--- config.mk ---
export PLATFORM = sky130hd
export DESIGN_NAME = oversampled_adc_autorange_meter_flat
export DESIGN_NICKNAME = d
export VERILOG_FILES = /design/src/hw/rtl/oam_pkg.sv /design/src/hw/rtl/oam_if.sv /design/src/hw/rtl/oam_div.sv /design/src/hw/rtl/oam_datapath.sv /design/src/hw/rtl/oam_ctrl.sv /design/src/hw/rtl/oversampled_adc_autorange_meter.sv /design/src/flat_wrapper.sv
export SDC_FILE = /design/constraint.sdc
export NUM_CORES = 1
export LEC_CHECK = 0
export BUFFER_PORTS_ARGS = -buffer_cell sky130_fd_sc_hd__buf_2
export CELL_PAD_IN_SITES_DETAIL_PLACEMENT = 1
export CELL_PAD_IN_SITES_GLOBAL_PLACEMENT = 1
export CORE_MARGIN = 5
export CORE_UTILIZATION = 44
export CTS_CLUSTER_DIAMETER = 50
export DETAILED_ROUTE_END_ITERATION = 10
export PLACE_DENSITY_LB_ADDON = 0.08
export SKIP_CTS_REPAIR_TIMING = 1
export SLEW_MARGIN = 20
export SYNTH_ARGS = -nofsm -noshare
export SYNTH_HDL_FRONTEND = slang
export SYNTH_SLANG_ARGS = --single-unit
--- constraint.sdc ---
create_clock -name clk -period 5.3 [get_ports clk]
set_input_delay 0.795 -clock clk [delete_from_list [all_inputs] [get_ports clk]]
set_output_delay 0.795 -clock clk [all_outputs]
set_load 0.01 [all_outputs]
--- src/hw/rtl/oam_pkg.sv ---
// Shared types, codes and constants for the oversampled ADC autorange meter.
// Used by the channel interfaces and by the datapath, controller and top level.
`timescale 1ns / 1ps
`default_nettype none

package oam_pkg;

  localparam int OPCODE_W = 2;
  localparam int RANGE_W  = 3;
  localparam int CODE_W   = 16;
  localparam int KIND_W   = 2;
  localparam int SUM_W    = 24;
  localparam int CNT_W    = 8;
  localparam int UV_W     = 22;
  localparam int PROD_W   = UV_W + SUM_W;
  localparam int REG_IDX_W = 3;
  localparam int REG_DATA_W = 22;

  localparam logic [OPCODE_W-1:0] OP_SET_RANGE = 2'd0;
  localparam logic [OPCODE_W-1:0] OP_START     = 2'd1;
  localparam logic [OPCODE_W-1:0] OP_SAMPLE    = 2'd2;

  localparam logic [KIND_W-1:0] KIND_APPLIED = 2'd0;
  localparam logic [KIND_W-1:0] KIND_REQUEST = 2'd1;
  localparam logic [KIND_W-1:0] KIND_DONE    = 2'd2;
  localparam logic [KIND_W-1:0] KIND_IGNORED = 2'd3;

  localparam logic [REG_IDX_W-1:0] REG_OVERSAMPLE = 3'd0;
  localparam logic [REG_IDX_W-1:0] REG_AUTOSCALE  = 3'd1;
  localparam logic [REG_IDX_W-1:0] REG_LOW_THR    = 3'd2;
  localparam logic [REG_IDX_W-1:0] REG_HIGH_THR   = 3'd3;
  localparam logic [REG_IDX_W-1:0] REG_AMP_ON     = 3'd4;

  localparam logic [CNT_W-1:0] RST_OVERSAMPLE = 8'd16;
  localparam logic [UV_W-1:0]  RST_LOW_THR    = 22'd50000;
  localparam logic [UV_W-1:0]  RST_HIGH_THR   = 22'd3200000;

  localparam logic [UV_W-1:0] FULL_SCALE_UV = 22'd3300000;

  localparam logic [RANGE_W-1:0] RANGE_MIN = 3'd0;
  localparam logic [RANGE_W-1:0] RANGE_MAX = 3'd7;

  localparam logic [2:0] MUX_TZ0 = 3'b000;
  localparam logic [2:0] MUX_TZ1 = 3'b010;
  localparam logic [2:0] MUX_TZ2 = 3'b101;
  localparam logic [2:0] MUX_TZ3 = 3'b001;

  typedef struct packed {
    logic accept;
    logic load_prod;
    logic div_start;
    logic div_num;
    logic store_avg;
    logic finish;
  } oam_cmd_t;

  typedef struct packed {
    logic last_sample;
    logic div_done;
    logic out_free;
  } oam_stat_t;

  function automatic logic [2:0] mux_code(input logic [RANGE_W-1:0] rng, input logic amp_on);
    logic [2:0] c;
    begin
      case (rng[2:1])
        2'd0: c = MUX_TZ0;
        2'd1: c = MUX_TZ1;
        2'd2: c = MUX_TZ2;
        default: c = MUX_TZ3;
      endcase
      mux_code = amp_on ? c : 3'b000;
    end
  endfunction

endpackage

`default_nettype wire

--- src/hw/rtl/oam_if.sv ---
// Valid/ready channel interfaces for command items, result items and register writes.
// Depends on oam_pkg for field widths.
`timescale 1ns / 1ps
`default_nettype none

interface oam_cmd_if;
  logic                          valid;
  logic                          ready;
  logic [oam_pkg::OPCODE_W-1:0]  opcode;
  logic [oam_pkg::RANGE_W-1:0]   range_value;
  logic [oam_pkg::CODE_W-1:0]    sample_code;
  modport source(output valid, opcode, range_value, sample_code, input ready);
  modport sink(input valid, opcode, range_value, sample_code, output ready);
endinterface

interface oam_res_if;
  logic                        valid;
  logic                        ready;
  logic [oam_pkg::KIND_W-1:0]  result_kind;
  logic [2:0]                  mux_select;
  logic                        stage_select;
  logic [oam_pkg::CODE_W-1:0]  average_code;
  logic [oam_pkg::UV_W-1:0]    level_uv;
  logic [oam_pkg::RANGE_W-1:0] measured_range;
  logic [oam_pkg::RANGE_W-1:0] next_range;
  modport source(output valid, result_kind, mux_select, stage_select, average_code,
                 level_uv, measured_range, next_range, input ready);
  modport sink(input valid, result_kind, mux_select, stage_select, average_code,
               level_uv, measured_range, next_range, output ready);
endinterface

interface oam_cfg_if;
  logic                            valid;
  logic                            ready;
  logic [oam_pkg::REG_IDX_W-1:0]   index;
  logic [oam_pkg::REG_DATA_W-1:0]  data;
  modport source(output valid, index, data, input ready);
  modport sink(input valid, index, data, output ready);
endinterface

`default_nettype wire

--- src/hw/rtl/oam_div.sv ---
// Restoring radix-2 divider, one quotient bit per cycle.
// Standalone; used by the datapath for the mean and the microvolt level.
`timescale 1ns / 1ps
`default_nettype none

module oam_div #(
  parameter int DW = 46,
  parameter int VW = 8
) (
  input  logic          clk,
  input  logic          rst,
  input  logic          start,
  input  logic [DW-1:0] dividend,
  input  logic [VW-1:0] divisor,
  output logic [DW-1:0] quo,
  output logic [VW-1:0] rem,
  output logic          done
);

  localparam int CW = $clog2(DW + 1);

  logic          busy;
  logic [CW-1:0] cnt;
  logic [VW:0]   shifted;
  logic [VW:0]   diff;

  assign shifted = {rem, quo[DW-1]};
  assign diff    = shifted - {1'b0, divisor};

  always_ff @(posedge clk) begin
    if (rst) begin
      busy <= 1'b0;
      cnt  <= '0;
      done <= 1'b0;
    end else if (start) begin
      busy <= 1'b1;
      cnt  <= CW'(DW);
      done <= 1'b0;
    end else if (busy) begin
      cnt  <= cnt - CW'(1);
      done <= (cnt == CW'(1));
      busy <= (cnt != CW'(1));
    end else begin
      done <= 1'b0;
    end
  end

  always_ff @(posedge clk) begin
    if (start) begin
      quo <= dividend;
      rem <= '0;
    end else if (busy) begin
      if (!diff[VW]) begin
        rem <= diff[VW-1:0];
        quo <= {quo[DW-2:0], 1'b1};
      end else begin
        rem <= shifted[VW-1:0];
        quo <= {quo[DW-2:0], 1'b0};
      end
    end
  end

  a_done_idle: assert property (@(posedge clk) disable iff (rst) done |-> !busy)
    else $error("divider done while still busy");

endmodule

`default_nettype wire

--- src/hw/rtl/oam_datapath.sv ---
// Datapath: configuration registers, accumulator, range state, divider and result register.
// Depends on oam_pkg, oam_cfg_if and oam_div.
`timescale 1ns / 1ps
`default_nettype none

module oam_datapath #(
  parameter int SAMPLE_BITS    = 16,
  parameter int MAX_OVERSAMPLE = 255
) (
  input  logic                          clk,
  input  logic                          rst,
  oam_cfg_if.sink                       cfg,
  input  oam_pkg::oam_cmd_t             ctl,
  output oam_pkg::oam_stat_t            stat,
  input  logic [oam_pkg::OPCODE_W-1:0]  opcode,
  input  logic [oam_pkg::RANGE_W-1:0]   range_value,
  input  logic [oam_pkg::CODE_W-1:0]    sample_code,
  output logic                          res_valid,
  input  logic                          res_ready,
  output logic [oam_pkg::KIND_W-1:0]    result_kind,
  output logic [2:0]                    mux_select,
  output logic                          stage_select,
  output logic [oam_pkg::CODE_W-1:0]    average_code,
  output logic [oam_pkg::UV_W-1:0]      level_uv,
  output logic [oam_pkg::RANGE_W-1:0]   measured_range,
  output logic [oam_pkg::RANGE_W-1:0]   next_range
);

  localparam logic [oam_pkg::CNT_W-1:0] MAX_CNT = oam_pkg::CNT_W'(MAX_OVERSAMPLE);

  logic [oam_pkg::CNT_W-1:0]   oversample_count;
  logic                        autoscale_enable;
  logic [oam_pkg::UV_W-1:0]    low_threshold_uv;
  logic [oam_pkg::UV_W-1:0]    high_threshold_uv;
  logic                        amplifier_on;

  logic [oam_pkg::SUM_W-1:0]   sample_sum;
  logic [oam_pkg::CNT_W-1:0]   sample_count;
  logic [oam_pkg::RANGE_W-1:0] gain_range;
  logic [oam_pkg::RANGE_W-1:0] measure_range;
  logic                        measuring;
  logic [oam_pkg::PROD_W-1:0]  prod;
  logic [oam_pkg::CODE_W-1:0]  avg;

  logic [oam_pkg::CNT_W-1:0]   target;
  logic [oam_pkg::SUM_W-1:0]   sum_add;
  logic [oam_pkg::CNT_W-1:0]   count_inc;
  logic                        last;

  logic [oam_pkg::RANGE_W-1:0] imm_range;
  logic [oam_pkg::KIND_W-1:0]  imm_kind;
  logic                        imm_stage;
  logic [oam_pkg::RANGE_W-1:0] imm_mrange;

  logic [oam_pkg::PROD_W-1:0]  div_q;
  logic [oam_pkg::CNT_W-1:0]   div_r;
  logic                        div_done;
  logic [oam_pkg::UV_W-1:0]    uv;
  logic                        frac_nz;
  logic                        step_up;
  logic                        step_dn;
  logic [oam_pkg::RANGE_W-1:0] fin_range;
  logic                        load_imm;

  assign cfg.ready = 1'b1;

  always_ff @(posedge clk) begin
    if (rst) begin
      oversample_count  <= oam_pkg::RST_OVERSAMPLE;
      autoscale_enable  <= 1'b0;
      low_threshold_uv  <= oam_pkg::RST_LOW_THR;
      high_threshold_uv <= oam_pkg::RST_HIGH_THR;
      amplifier_on      <= 1'b1;
    end else if (cfg.valid) begin
      case (cfg.index)
        oam_pkg::REG_OVERSAMPLE: oversample_count  <= cfg.data[oam_pkg::CNT_W-1:0];
        oam_pkg::REG_AUTOSCALE:  autoscale_enable  <= cfg.data[0];
        oam_pkg::REG_LOW_THR:    low_threshold_uv  <= cfg.data[oam_pkg::UV_W-1:0];
        oam_pkg::REG_HIGH_THR:   high_threshold_uv <= cfg.data[oam_pkg::UV_W-1:0];
        oam_pkg::REG_AMP_ON:     amplifier_on      <= cfg.data[0];
        default: ;
      endcase
    end
  end

  always_comb begin
    if (oversample_count == '0) begin
      target = oam_pkg::CNT_W'(1);
    end else if (oversample_count > MAX_CNT) begin
      target = MAX_CNT;
    end else begin
      target = oversample_count;
    end
  end

  assign sum_add   = sample_sum + oam_pkg::SUM_W'(sample_code[SAMPLE_BITS-1:0]);
  assign count_inc = sample_count + oam_pkg::CNT_W'(1);
  assign last      = (opcode == oam_pkg::OP_SAMPLE) && measuring && (count_inc >= target);

  always_comb begin
    imm_range  = gain_range;
    imm_kind   = oam_pkg::KIND_IGNORED;
    imm_stage  = gain_range[0];
    imm_mrange = '0;
    case (opcode)
      oam_pkg::OP_SET_RANGE: begin
        imm_range = range_value;
        imm_kind  = oam_pkg::KIND_APPLIED;
        imm_stage = range_value[0];
      end
      oam_pkg::OP_START: begin
        imm_kind   = oam_pkg::KIND_REQUEST;
        imm_mrange = gain_range;
      end
      oam_pkg::OP_SAMPLE: begin
        if (measuring) begin
          imm_kind   = oam_pkg::KIND_REQUEST;
          imm_stage  = measure_range[0];
          imm_mrange = measure_range;
        end
      end
      default: ;
    endcase
  end

  oam_div #(
    .DW(oam_pkg::PROD_W),
    .VW(oam_pkg::CNT_W)
  ) u_div (
    .clk      (clk),
    .rst      (rst),
    .start    (ctl.div_start),
    .dividend (ctl.div_num ? prod : oam_pkg::PROD_W'(sample_sum)),
    .divisor  (sample_count),
    .quo      (div_q),
    .rem      (div_r),
    .done     (div_done)
  );

  // exact level lies above uv when either division left a remainder
  assign uv      = div_q[SAMPLE_BITS +: oam_pkg::UV_W];
  assign frac_nz = (|div_q[SAMPLE_BITS-1:0]) || (|div_r);
  assign step_up = autoscale_enable && (uv < low_threshold_uv) &&
                   (measure_range != oam_pkg::RANGE_MAX);
  assign step_dn = autoscale_enable &&
                   ((uv > high_threshold_uv) || ((uv == high_threshold_uv) && frac_nz)) &&
                   (measure_range != oam_pkg::RANGE_MIN);

  always_comb begin
    if (step_up) begin
      fin_range = measure_range + oam_pkg::RANGE_W'(1);
    end else if (step_dn) begin
      fin_range = measure_range - oam_pkg::RANGE_W'(1);
    end else begin
      fin_range = gain_range;
    end
  end

  always_ff @(posedge clk) begin
    if (rst) begin
      sample_sum    <= '0;
      sample_count  <= '0;
      gain_range    <= '0;
      measure_range <= '0;
      measuring     <= 1'b0;
    end else if (ctl.accept) begin
      case (opcode)
        oam_pkg::OP_SET_RANGE: gain_range <= range_value;
        oam_pkg::OP_START: begin
          measure_range <= gain_range;
          sample_sum    <= '0;
          sample_count  <= '0;
          measuring     <= 1'b1;
        end
        oam_pkg::OP_SAMPLE: begin
          if (measuring) begin
            sample_sum   <= sum_add;
            sample_count <= count_inc;
            measuring    <= !last;
          end
        end
        default: ;
      endcase
    end else if (ctl.finish) begin
      gain_range <= fin_range;
    end
  end

  always_ff @(posedge clk) begin
    if (ctl.load_prod) begin
      prod <= oam_pkg::PROD_W'(oam_pkg::FULL_SCALE_UV) * oam_pkg::PROD_W'(sample_sum);
    end
    if (ctl.store_avg) begin
      avg <= div_q[oam_pkg::CODE_W-1:0];
    end
  end

  assign load_imm = ctl.accept && !last;

  always_ff @(posedge clk) begin
    if (rst) begin
      res_valid <= 1'b0;
    end else if (load_imm || ctl.finish) begin
      res_valid <= 1'b1;
    end else if (res_ready) begin
      res_valid <= 1'b0;
    end
  end

  always_ff @(posedge clk) begin
    if (load_imm) begin
      result_kind    <= imm_kind;
      mux_select     <= oam_pkg::mux_code(imm_range, amplifier_on);
      stage_select   <= imm_stage;
      average_code   <= '0;
      level_uv       <= '0;
      measured_range <= imm_mrange;
      next_range     <= imm_range;
    end else if (ctl.finish) begin
      result_kind    <= oam_pkg::KIND_DONE;
      mux_select     <= oam_pkg::mux_code(fin_range, amplifier_on);
      stage_select   <= measure_range[0];
      average_code   <= avg;
      level_uv       <= uv;
      measured_range <= measure_range;
      next_range     <= fin_range;
    end
  end

  assign stat.last_sample = last;
  assign stat.div_done    = div_done;
  assign stat.out_free    = !res_valid || res_ready;

  a_fin_idle: assert property (@(posedge clk) disable iff (rst) ctl.finish |-> !measuring)
    else $error("measurement finished while still marked running");

endmodule

`default_nettype wire

--- src/hw/rtl/oam_ctrl.sv ---
// Controller state machine: item acceptance and sequencing of the final-sample math.
// Depends on oam_pkg for the command and status structs.
`timescale 1ns / 1ps
`default_nettype none

module oam_ctrl (
  input  logic               clk,
  input  logic               rst,
  input  logic               in_valid,
  output logic               in_ready,
  input  oam_pkg::oam_stat_t stat,
  output oam_pkg::oam_cmd_t  ctl
);

  localparam logic [2:0] S_IDLE = 3'd0;
  localparam logic [2:0] S_MUL  = 3'd1;
  localparam logic [2:0] S_AVG  = 3'd2;
  localparam logic [2:0] S_UV   = 3'd3;
  localparam logic [2:0] S_FIN  = 3'd4;

  logic [2:0] state;
  logic [2:0] state_next;

  assign in_ready = (state == S_IDLE) && stat.out_free;

  always_comb begin
    ctl.accept    = in_ready && in_valid;
    ctl.load_prod = (state == S_MUL);
    ctl.div_start = (state == S_MUL) || ((state == S_AVG) && stat.div_done);
    ctl.div_num   = (state == S_AVG);
    ctl.store_avg = (state == S_AVG) && stat.div_done;
    ctl.finish    = (state == S_FIN) && stat.out_free;
  end

  always_comb begin
    state_next = state;
    case (state)
      S_IDLE: if (ctl.accept && stat.last_sample) state_next = S_MUL;
      S_MUL:  state_next = S_AVG;
      S_AVG:  if (stat.div_done) state_next = S_UV;
      S_UV:   if (stat.div_done) state_next = S_FIN;
      S_FIN:  if (stat.out_free) state_next = S_IDLE;
      default: state_next = S_IDLE;
    endcase
  end

  always_ff @(posedge clk) begin
    if (rst) begin
      state <= S_IDLE;
    end else begin
      state <= state_next;
    end
  end

  a_ready_idle: assert property (@(posedge clk) disable iff (rst) in_ready |-> state == S_IDLE)
    else $error("ready raised outside idle");
  a_fin_hold: assert property (@(posedge clk) disable iff (rst)
    (state == S_FIN) && !stat.out_free |=> state == S_FIN)
    else $error("final result dropped while output register full");
  a_last_seq: assert property (@(posedge clk) disable iff (rst)
    ctl.accept && stat.last_sample |=> state == S_MUL)
    else $error("last sample did not start the result sequence");

endmodule

`default_nettype wire

--- src/hw/rtl/oversampled_adc_autorange_meter.sv ---
// Top level of the oversampled ADC autorange meter.
// Depends on oam_pkg, oam_if, oam_ctrl and oam_datapath.
//
// Set-range, start and sample items each leave their result in an output register; the
// next item is taken once that result has left or leaves in the same cycle.
// The sample that completes a measurement leaves no immediate result: one shared
// bit-serial divider, one bit per cycle over a 46-bit dividend, runs first for the mean
// code and then for the microvolt level (3300000*sum divided by the sample count, then
// by 2^SAMPLE_BITS), after which the autoscale step is applied once the output register is free.
// Registers are to take writes only while the block is idle; the block itself does not enforce this.
`timescale 1ns / 1ps
`default_nettype none

module oversampled_adc_autorange_meter #(
  parameter int SAMPLE_BITS    = 16,
  parameter int MAX_OVERSAMPLE = 255
) (
  input  logic       clk,
  input  logic       rst,
  oam_cfg_if.sink    cfg,
  oam_cmd_if.sink    cmd,
  oam_res_if.source  res
);

  oam_pkg::oam_cmd_t  ctl;
  oam_pkg::oam_stat_t stat;
  logic               in_ready;

  assign cmd.ready = in_ready;

  oam_ctrl u_ctrl (
    .clk      (clk),
    .rst      (rst),
    .in_valid (cmd.valid),
    .in_ready (in_ready),
    .stat     (stat),
    .ctl      (ctl)
  );

  oam_datapath #(
    .SAMPLE_BITS    (SAMPLE_BITS),
    .MAX_OVERSAMPLE (MAX_OVERSAMPLE)
  ) u_dp (
    .clk            (clk),
    .rst            (rst),
    .cfg            (cfg),
    .ctl            (ctl),
    .stat           (stat),
    .opcode         (cmd.opcode),
    .range_value    (cmd.range_value),
    .sample_code    (cmd.sample_code),
    .res_valid      (res.valid),
    .res_ready      (res.ready),
    .result_kind    (res.result_kind),
    .mux_select     (res.mux_select),
    .stage_select   (res.stage_select),
    .average_code   (res.average_code),
    .level_uv       (res.level_uv),
    .measured_range (res.measured_range),
    .next_range     (res.next_range)
  );

endmodule

`default_nettype wire

--- src/flat_wrapper.sv ---
// flat-port wrapper written by rule: the top's interface ports become plain ports
module oversampled_adc_autorange_meter_flat 
#(
  parameter int SAMPLE_BITS    = 16,
  parameter int MAX_OVERSAMPLE = 255
)
  (clk, rst, cfg_valid, cfg_index, cfg_data, cfg_ready, cmd_valid, cmd_opcode, cmd_range_value, cmd_sample_code, cmd_ready, res_valid, res_result_kind, res_mux_select, res_stage_select, res_average_code, res_level_uv, res_measured_range, res_next_range, res_ready);
  oam_cfg_if cfg_i ();
  oam_cmd_if cmd_i ();
  oam_res_if res_i ();
  input  logic clk;
  input  logic rst;
  input wire logic [$bits(cfg_i.valid)-1:0] cfg_valid;
  input wire logic [$bits(cfg_i.index)-1:0] cfg_index;
  input wire logic [$bits(cfg_i.data)-1:0] cfg_data;
  output wire logic [$bits(cfg_i.ready)-1:0] cfg_ready;
  input wire logic [$bits(cmd_i.valid)-1:0] cmd_valid;
  input wire logic [$bits(cmd_i.opcode)-1:0] cmd_opcode;
  input wire logic [$bits(cmd_i.range_value)-1:0] cmd_range_value;
  input wire logic [$bits(cmd_i.sample_code)-1:0] cmd_sample_code;
  output wire logic [$bits(cmd_i.ready)-1:0] cmd_ready;
  output wire logic [$bits(res_i.valid)-1:0] res_valid;
  output wire logic [$bits(res_i.result_kind)-1:0] res_result_kind;
  output wire logic [$bits(res_i.mux_select)-1:0] res_mux_select;
  output wire logic [$bits(res_i.stage_select)-1:0] res_stage_select;
  output wire logic [$bits(res_i.average_code)-1:0] res_average_code;
  output wire logic [$bits(res_i.level_uv)-1:0] res_level_uv;
  output wire logic [$bits(res_i.measured_range)-1:0] res_measured_range;
  output wire logic [$bits(res_i.next_range)-1:0] res_next_range;
  input wire logic [$bits(res_i.ready)-1:0] res_ready;
  assign cfg_i.valid = cfg_valid;
  assign cfg_i.index = cfg_index;
  assign cfg_i.data = cfg_data;
  assign cfg_ready = cfg_i.ready;
  assign cmd_i.valid = cmd_valid;
  assign cmd_i.opcode = cmd_opcode;
  assign cmd_i.range_value = cmd_range_value;
  assign cmd_i.sample_code = cmd_sample_code;
  assign cmd_ready = cmd_i.ready;
  assign res_valid = res_i.valid;
  assign res_result_kind = res_i.result_kind;
  assign res_mux_select = res_i.mux_select;
  assign res_stage_select = res_i.stage_select;
  assign res_average_code = res_i.average_code;
  assign res_level_uv = res_i.level_uv;
  assign res_measured_range = res_i.measured_range;
  assign res_next_range = res_i.next_range;
  assign res_i.ready = res_ready;
  oversampled_adc_autorange_meter #(.SAMPLE_BITS(SAMPLE_BITS), .MAX_OVERSAMPLE(MAX_OVERSAMPLE)) u_core (.clk(clk), .rst(rst), .cfg(cfg_i), .cmd(cmd_i), .res(res_i));
endmodule
==> metrics.cfg <==
[power]
power_frac_clock_pct = 51.0
seqPwrFrac_pct = 41.6
vdd_drop_max_mv = 0.217
p_sw_share_pct = 24.6
powerDensity_nw_per_um2 = 214
power.internal_w = 0.00395
combPwrFrac_pct = 7.4
switchingPower_w = 0.00129
p_leak_nw = 11.7

[drt]
routedWlPerCell_um = 19.8
drcViolationCount = 0
drtPass1Iterations = 5
drt-initial-drc-count = 827
finalWirelength_mm = 61.0
vias = 16181
vias_per_cell = 5.24
antenna_left = 0

[floorplanning]
ios = 104
rows = 78
dieArea_um2 = 50300
die_y_um = 224
start_util_pct = 44.5
core_um2 = 45400
die_x_um = 224

[timing]
worstMarginPinSlew_ns = 1.08
rsz0062_at_grt = yes
timing.slew.headroom_pct = 28.2
setup_viol = 13
whs_ns = 0.451
period_needed_ns = 5.75
hold_viol = 0
fmax_mhz = 174
min_period_over_period_pct = 108
setup_ws_ns = -0.450
drv_slew = 0
finalClockSkew_ns = 0.0165

[outcome]
status = finished, violations left
violations = negative setup slack

[synthesis]
synth_ff_type = dfxtp_1
ys_seq_area_share_pct = 32.1
syn_area_per_cell_um2 = 9.15
synth_simple_gate_area_share_pct = 12.7
yosysTopAreaCellShare_pct = 17.1
synthTopCellsByArea = edfxtp_1, ha_1, dfxtp_1
synth-async-reset-ratio_pct = 0
synth_common_cells = inv_1, nand2_1, ha_1, a21oi_1, dfxtp_1
synth_edf_count = 115
synth_area_um2 = 20200
yosysMostFrequentCell = inv_1
yosysTopAreaCell = edfxtp_1
syn_inst = 2208
synthAdderAreaFrac_pct = 30.6
synth_top_family_by_area = adder cells
synth_fp_nets = 2670
synth_compound_area_share_pct = 11.5
synthMuxAreaShare_pct = 0.756
synth-seq-cells = 266
ys_types = 76
yosysWarnings = 0
synthXorXnorAreaFrac_pct = 3.29

[critical_path]
cp.arrival_ns = 6.05
slowest_stage = fa_1
timing.rr.start = u_core.u_dp.sample_sum[1]
cp_top_family = adder cells
critPathLaunchType = register
reg2reg_depth = 20
path_class = register to register
reg2reg_to = u_core.u_dp.prod[44]
path_max_fanout = 4
crit_path_frequent_cell = fa_1
worstPathRequired_ns = 5.60
crit_buf_inv = 3
path_cells = ha_4, fa_1, fa_1, fa_1, inv_2, fa_1, inv_1, fa_1, ha_4, buf_4, nand3_1, a21oi_1, a221o_1, a31oi_4, nand3_2, a21oi_4, a31oi_4, a2111oi_4, or3_1, xnor2_1
end_kind = register
r2r_slack_ns = -0.45
max_stage_delay_ns = 0.57

[clock_network]
cts_max_level = 2
cts_tree = yes
cts.sinks = 266
insertion_delay_ns = 0.56
clk_pin_slew_ns = 0.06
cts_buffers = 39
cts_root_buf = clkbuf_16
clk_path_buf_depth = 3

[placed_design]
dp.final_hpwl_mm = 48.2
portBuffers = 102
gp_congestion = 0.867
placed_cells = 3004
postPlaceCellArea_um2 = 22800

[min_path]
hp-start = u_core.u_dp.average_code[6]
min_to = u_core.u_dp.average_code[6]
worstHoldPathType = register to register
whs_path_depth = 2

[run]
cap_violations = 0

[layout]
multi_input_area_um2 = 12400
drive_gt1_share_pct = 18.8
area_delta_synth_final_pct = 21.2
fillers = 5253
nNetsFinal = 2920
seqCellArea_um2 = 6530
stdcell_area_um2 = 24500
diodes = 0
instances_no_fill = 3088

[grt]
grt-ovfl-total = 0
grt_pass1_vias = 17301
grt_use_total_pct = 23.9
grt_pass1_wl_mm = 95.0
grt_max_degree = 64
antenna_found_initial = 0

## routing by layer
metal  up-vias  track usage (%)  wire, um
met2       271             40.5     29300
met3        86             3.67      2610
met5         -                0         0
li1       7758                -         -
met4         0             6.38      1670
met1      8066             32.2     27500
## flip-flops by register name, indices dropped and copies added (netlist names), 6 cells and up
name / flops
u_core.u_dp.prod: 41
u_core.u_dp.oversample_count: 8
u_core.u_dp.level_uv: 22
u_core.u_dp.u_div.cnt: 6
u_core.u_dp.high_threshold_uv: 22
u_core.u_dp.average_code: 16
u_core.u_dp.u_div.rem: 8
u_core.u_dp.low_threshold_uv: 22
u_core.u_dp.sample_sum: 24
u_core.u_dp.sample_count: 8
u_core.u_dp.avg: 16
u_core.u_dp.u_div.quo: 46
## how the worst max path moves through the flow
stage	to	cells after the start	startpoint	slack [ns]
after global routing	u_core.u_dp.prod[45]	21	u_core.u_dp.sample_sum[5]	-0.65
final	u_core.u_dp.prod[44]	20	u_core.u_dp.sample_sum[1]	-0.45
after floorplan	u_core.u_dp.prod[44]	23	u_core.u_dp.sample_sum[9]	-0.008
after global placement	u_core.u_dp.prod[44]	21	u_core.u_dp.sample_sum[7]	-0.31
after detailed placement	u_core.u_dp.prod[44]	21	u_core.u_dp.sample_sum[7]	-0.44
after CTS	u_core.u_dp.prod[44]	21	u_core.u_dp.sample_sum[7]	-0.49
## area by class of cell
| type | instances | share of cell area (%) |
|---|---|---|
| Timing Repair Buffer | 277 | 7.64 |
| Tap cell | 600 | 3.06 |
| Sequential cell | 266 | 26.6 |
| Inverter | 420 | 6.44 |
| Clock inverter | 18 | 0.919 |
| Clock buffer | 53 | 4.54 |
| Multi-Input combinational cell | 1454 | 50.8 |
## placed cells by master, fill, tap and decap left out, types with 11 or more instances in the layout
master / n
inv_1: 400
nand2_1: 277
ha_1: 245
a21oi_1: 188
buf_4: 169
fa_1: 135
dfxtp_1: 132
nor2_1: 116
edfxtp_1: 115
buf_2: 101
nand3_1: 54
xnor2_1: 54
clkbuf_16: 41
a21o_1: 39
o21ai_0: 38
ha_4: 28
inv_2: 20
xor2_1: 20
nand2b_1: 16
nor3_1: 16
a22oi_1: 16
nand4_1: 15
mux2i_1: 13
nor4_1: 11
## power by group through the flow
stage / logic, W / registers (W) / clock network [W]
6_report: 0.000387 / 0.00218 / 0.00267
5_1_grt: 0.000431 / 0.00218 / 0.00284
4_1_cts: 0.000385 / 0.00218 / 0.00274
3_5_place_dp: 0.000381 / 0.00222 / 0
3_3_place_gp: 0.000364 / 0.00222 / 0
2_1_floorplan: 0.000244 / 0.00222 / 0
## stage by stage
step	total power [W]	utilization [%]	setup slack, ns	setup TNS [ns]
final	0.00524	54.0	-0.450	-2.60
after global routing	0.00545	54.0	-0.652	-5.42
after CTS	0.00531	53.2	-0.492	-3.99
after detailed placement	0.00260	50.2	-0.442	-3.40
after global placement	0.00259	50.2	-0.310	-1.82
after floorplan	0.00246	-	-0.00789	-0.00789
## logic make-up after synthesis
kind of cell    Yosys count
simple gates            575
buf+inv                 488
fa+ha+maj               411
compound gates          377
flops                   266
xor+xnor                 75
mux                      15
other cells               1
## worst min-delay path, stage by stage (launching register included)
cell     delay [ns]
dfxtp_1        0.30
nand2_1        0.05
a21oi_1        0.05
(Power assumes the default switching activity.)
